File: src/design/pvs_ram.sv
// ----------------------------------------------------------------------------
// pvs_ram: generic simple dual-port RAM
// One write port and one read port; the read data is registered.
// ----------------------------------------------------------------------------
module pvs_ram #(
	parameter int WIDTH = 8,
	parameter int DEPTH = 16,
	localparam int AW = (DEPTH > 1) ? $clog2(DEPTH) : 1
) (
	input  logic             clk,
	input  logic             we,
	input  logic [AW-1:0]    waddr,
	input  logic [WIDTH-1:0] wdata,
	input  logic [AW-1:0]    raddr,
	output logic [WIDTH-1:0] rdata
);

	logic [WIDTH-1:0] mem_q [DEPTH];

	// Write port.
	always_ff @(posedge clk) begin
		if (we) begin
			mem_q[waddr] <= wdata;
		end
	end

	// Registered read port.
	always_ff @(posedge clk) begin
		rdata <= mem_q[raddr];
	end

endmodule

File: config.mk
export PLATFORM = sky130hd
export DESIGN_NAME = pvs_ram
export DESIGN_NICKNAME = d
export VERILOG_FILES = /design/src/design/pvs_ram.sv
export SDC_FILE = /design/constraint.sdc
export NUM_CORES = 1
export LEC_CHECK = 0
export BUFFER_PORTS_ARGS = -buffer_cell sky130_fd_sc_hd__buf_4
export CAP_MARGIN = 20
export CORE_ASPECT_RATIO = 0.9
export CORE_MARGIN = 5
export CORE_UTILIZATION = 40
export DETAILED_ROUTE_END_ITERATION = 10
export PLACE_DENSITY_LB_ADDON = 0.2
export RECOVER_POWER = 25
export SLEW_MARGIN = 10
export SYNTH_ARGS = -nofsm -noshare
export SYNTH_HDL_FRONTEND = slang
export SYNTH_SLANG_ARGS = --single-unit
File: constraint.sdc
create_clock -name clk -period 1.4 [get_ports clk]
set_input_delay 0.07 -clock clk [delete_from_list [all_inputs] [get_ports clk]]
set_output_delay 0.07 -clock clk [all_outputs]
set_load 0.01 [all_outputs]
# ---- After elaboration in Yosys (flattened, before gate mapping)
# Memories as Yosys holds them, arrays and structs flattened. A register that Yosys moved wholly into a read port is not among the register bits.
# Index checks and enable logic that the tools add are counted.
dict set report classes {
  mux 2
}
# cell n
set ops {}
lappend ops {{$mux 1} 2}
dict set report totals {
  memories 1
  register_bits 0
  mem_bits_rw 128
  wordCells 3
  inputBits 18
}
# name words word_bits rd rd_clocked_by_memory_dff wr line_no
set memory_table {}
lappend memory_table {mem_q 16 8 1 1 1 18} ;# logic [WIDTH-1:0] mem_q [DEPTH];

# ---- Longest topological paths before layout
dict set report depth {
  depth_word 2
  ltp_mapped 5
}

# ---- Worst setup path before layout
# Ideal clock, no wire load.
dict set report synth_timing {
  path_kind {input to register}
  start {in waddr[2]}
  end {mem mem_q[0][0], enable pin}
  path_slack_ns -0.163
  required_ns 1.017
  arrival_time_ns 1.180
  n_path_buf 0
  cell_stages 2
  cell_sequence {or3b_2 nor3_1}
}
# item line_no
set synth_lines {}
lappend synth_lines {{from (decl)} 12} ;# input logic [AW-1:0] waddr,
lappend synth_lines {{to (decl)} 18}
# No word-level cell before the write port.

==> results by stage <==
Placed design:
- The HPWL after detailed placement is 6740 um.
- Once placement completed, the tool counted placed cells totaling 437.
- In this run the cell area measured after placement is 5710 sq um.
- At the end of routability-driven placement, the weighted congestion stood at 0.702.
- The number of buffers added on ports is 25.
- Prior to clock tree synthesis, the placed netlist has a worst setup slack of -101 ps.

Pwr:
- The total power per unit cell area is 1470 nW/um^2.
- IR analysis of the VDD net gives a maximum drop of 1.03 mV.
- The static leakage power is 0.00215 uW.

Layout:
- The number of standard cells in the final layout excluding fillers is 477.
- In the final layout, the share of cells above drive strength 1 is 30.0%.
- With fillers left out, the area of the finished cells amounts to 6330 sq um.
- Leaving out fill and tap cells, the most frequent cell in the layout is sky130_fd_sc_hd__edfxtp_1.
- Cells fill 50.1% of the core in the end.
- The library cells used most frequently in the layout, excluding fill and tap cells, are sky130_fd_sc_hd__edfxtp_1, sky130_fd_sc_hd__buf_4, sky130_fd_sc_hd__mux4_2.
- The layout net count is 318.
- The growth of design area from synthesis to finish is 23.1%.
- The count of inserted antenna diode cells is 0.

Clocking:
- The buffer type at the clock tree root is sky130_fd_sc_hd__clkbuf_16.
- The number of post-CTS setup repair buffers is 0.
- The clock-pin slew of the registers on the worst-case setup and hold paths is 60 ps.
- The number of buffers created by CTS is 17.
- The clock tree synthesis step divided the H-tree into 4 levels.
- The number of sinks handled by clock tree synthesis is 136.
- The later-pin clock latency in the skew report is 410 ps.
- The maximum clock path buffer count is 2.
- TritonCTS built the clock tree.

Synth:
- Summing the sequential cell areas from Yosys gives 77.8% of the chip area.
- In the synthesized netlist the dominant register cell turns out to be sky130_fd_sc_hd__edfxtp_1.
- Counting flops with an async set or reset pin after synthesis yields a share of 0%.
- Counting flops and latches in the post-synthesis netlist gives 136.
- In this run the mean area of a mapped cell was 22.5 sq um.
- Yosys mapped the design onto 19 distinct sky130hd cell types.
- The number of enable-type register cells in the synthesized netlist is 128.
- The post-synthesis cell count is 229.
- The post-synthesis cell area is 5150 sq um.
- The number of synthesis warnings is 0.
- The post-synthesis net count is 247.

STA:
- The post-route clock skew is 7.24 ps.
- Setup repair after global routing left no endpoint under its margin.
- The slew at the pin with the worst max-slew slack is 1030 ps.
- The hold violation total from the final report was 0.
- The part of the cycle the worst path needs is 95.9%.
- The number of slew-limit violations in the final report is 0.
- The headroom to the max-slew limit is 31.5%.
- The final critical-path required period is 1340 ps.
- Setup violations remaining at the end of the flow were counted as 0.
- The final total negative setup slack is 0 ps.
- The slack of the critical path is 57.9 ps.
- Static timing analysis puts the maximum clock frequency at 745 MHz.

Setup path:
- The largest stage delay on the critical path is 530 ps.
- The worst setup path is captured at a register.
- The critical path contains buffers and inverters numbering 0 combined.
- The largest individual stage delay along the critical path comes from the cell sky130_fd_sc_hd__mux4_1.
- The data arrival at the endpoint of the critical path is 1620 ps.
- On the critical path the largest part of the delay comes from multiplexers.
- STA classifies the critical path startpoint as a register.
- For the worst setup path, the data required time is 1680 ps.
- The maximum net fanout on the critical path is 1.
- The critical path is of the reg -> reg type.
- Traced cell by cell, the critical path runs through mux4_1, a22oi_2, nand2_1.

Route:
- The highest signal layer in the routed design is met4.
- The aggregate routed wire length is 10100 um.
- The remaining design rule violation count is 0.
- For this block, the via count after detailed routing is 2414.
- The number of search-and-repair iterations in the first detailed-routing pass is 6.
- The met2 layer wire length in the routed design is 4580 um.
- The detail-routed via count per cell is 5.06.
- Detailed routing placed a total of 753 um of wire on met3.
- The detail route stage leaves a number of antenna-violating nets equal to 0.
- In the final routing, the length of wire on met1 measures 4530 um.
- The detailed-route wire length per cell is 21.2 um.
- The iteration-0 DRC count of the detailed router is 233.

GRT:
- The number of global-route vias before repair is 2609.
- The aggregate global routing overflow is 0.
- The global-route wire length before repair is 15500 um.
- The initial antenna violation count was 0.
- The pin count of the biggest net entering global routing is 17.
- The global routing usage summed across all routing layers is 14.5%.

Die:
- The die width is 130 um.
- The core region is 12600 sq um.
- The area of the die is 15200 sq um.
- Row generation in the floorplan step produced 39 rows.
- During I/O placement, the number of pins put on the boundary was 26.
- From bottom edge to top edge, the die measures 118 um.
- The starting density of the core is 40.7%.

Worst hold path:
- The worst hold path belongs to the class in -> reg.

Job:
- The max-cap check violation count is 0.

Run status:
- The flow ran to the end, and the final reports show no timing, DRC or antenna violations.
==> Yosys cell counts, types with 2 or more instances <==
library cell | number | share of area, %
sky130_fd_sc_hd__a22oi_1 | 16 | 2.3
sky130_fd_sc_hd__dfxtp_1 | 8 | 3.1
sky130_fd_sc_hd__buf_6 | 3 | 0.66
sky130_fd_sc_hd__nand3b_1 | 2 | 0.29
sky130_fd_sc_hd__mux4_2 | 18 | 7.9
sky130_fd_sc_hd__edfxtp_1 | 128 | 75
sky130_fd_sc_hd__nand2b_1 | 2 | 0.24
sky130_fd_sc_hd__nand2_1 | 9 | 0.66
sky130_fd_sc_hd__clkdlybuf4s25_2 | 3 | 0.58
sky130_fd_sc_hd__nor2_1 | 13 | 0.95
sky130_fd_sc_hd__mux4_1 | 14 | 7.1
sky130_fd_sc_hd__buf_2 | 3 | 0.29
sky130_fd_sc_hd__nor3_1 | 4 | 0.39
==> per-stage QoR <==
stage,power [uW],hold slack [ps]
2_1_floorplan,4900,169
3_3_place_gp,5150,367
3_5_place_dp,5160,381
4_1_cts,9400,174
5_1_grt,9640,188
6_report,9310,179
==> flip-flops by register name, summed over array words and instances, names as in the netlist <==
register / count
mem_q: 128
rdata: 8
==> where the power goes <==
group | total [uW] | switching (uW) | internal (uW)
clock | 4240 | 1540 | 2700
sequential | 4580 | 26.0 | 4560
combinational | 494 | 255 | 239
total | 9310 | 1820 | 7490
==> per-layer routing <==
layer  vias up  global-route usage, %
met5         -                      0
li1       1116                      -
met3        19                   4.13
met2        72                   20.2
met4         0                   7.08
met1      1207                   20.9
==> layout make-up <==
type / instances / area, sq um
multi-input cells: 83 / 1070
well taps: 164 / 205
flip-flops and latches: 136 / 4000
fillers: 1032 / 6300
clock buffers: 23 / 468
repair buffers: 62 / 485
clock inverters: 9 / 100
==> worst paths after layout <==
check	from	endpoint	slack (ps)	cells past startpoint
worst min-delay path	waddr[1]	mem_q[0][7]	180	3
worst max-delay path	mem_q[10][4]	rdata[4]	60	3
worst max register to register	mem_q[10][4]	rdata[4]	60	3
worst min register to register	mem_q[4][3]	rdata[3]	680	3
==> logic make-up (layout without fill, tap and decap cells) <==
logic type      count (synthesis)  count (layout)  share of synthesized area [%]
flops                         136             136                           77.8
simple gates                   35              35                           3.18
mux                            32              32                           15.0
compound gates                 16              16                           2.33
buf+inv                        10              94                           1.68
==> worst reg2reg max path, stage by stage, from the launching register on <==
cell	delay, ps
sky130_fd_sc_hd__edfxtp_1	360
sky130_fd_sc_hd__mux4_1	530
sky130_fd_sc_hd__a22oi_2	240
sky130_fd_sc_hd__nand2_1	90
==> timing repair <==
action | CTS | global route
cloned | 0 | 0
hold buffers | 8 | 0
gates resized for setup | 1 | 1
hold endpoints to repair | 115 | 0
endpoints found under the setup margin | 1 | 1
pin swaps | 0 | 1
(Power assumes the default switching activity.)
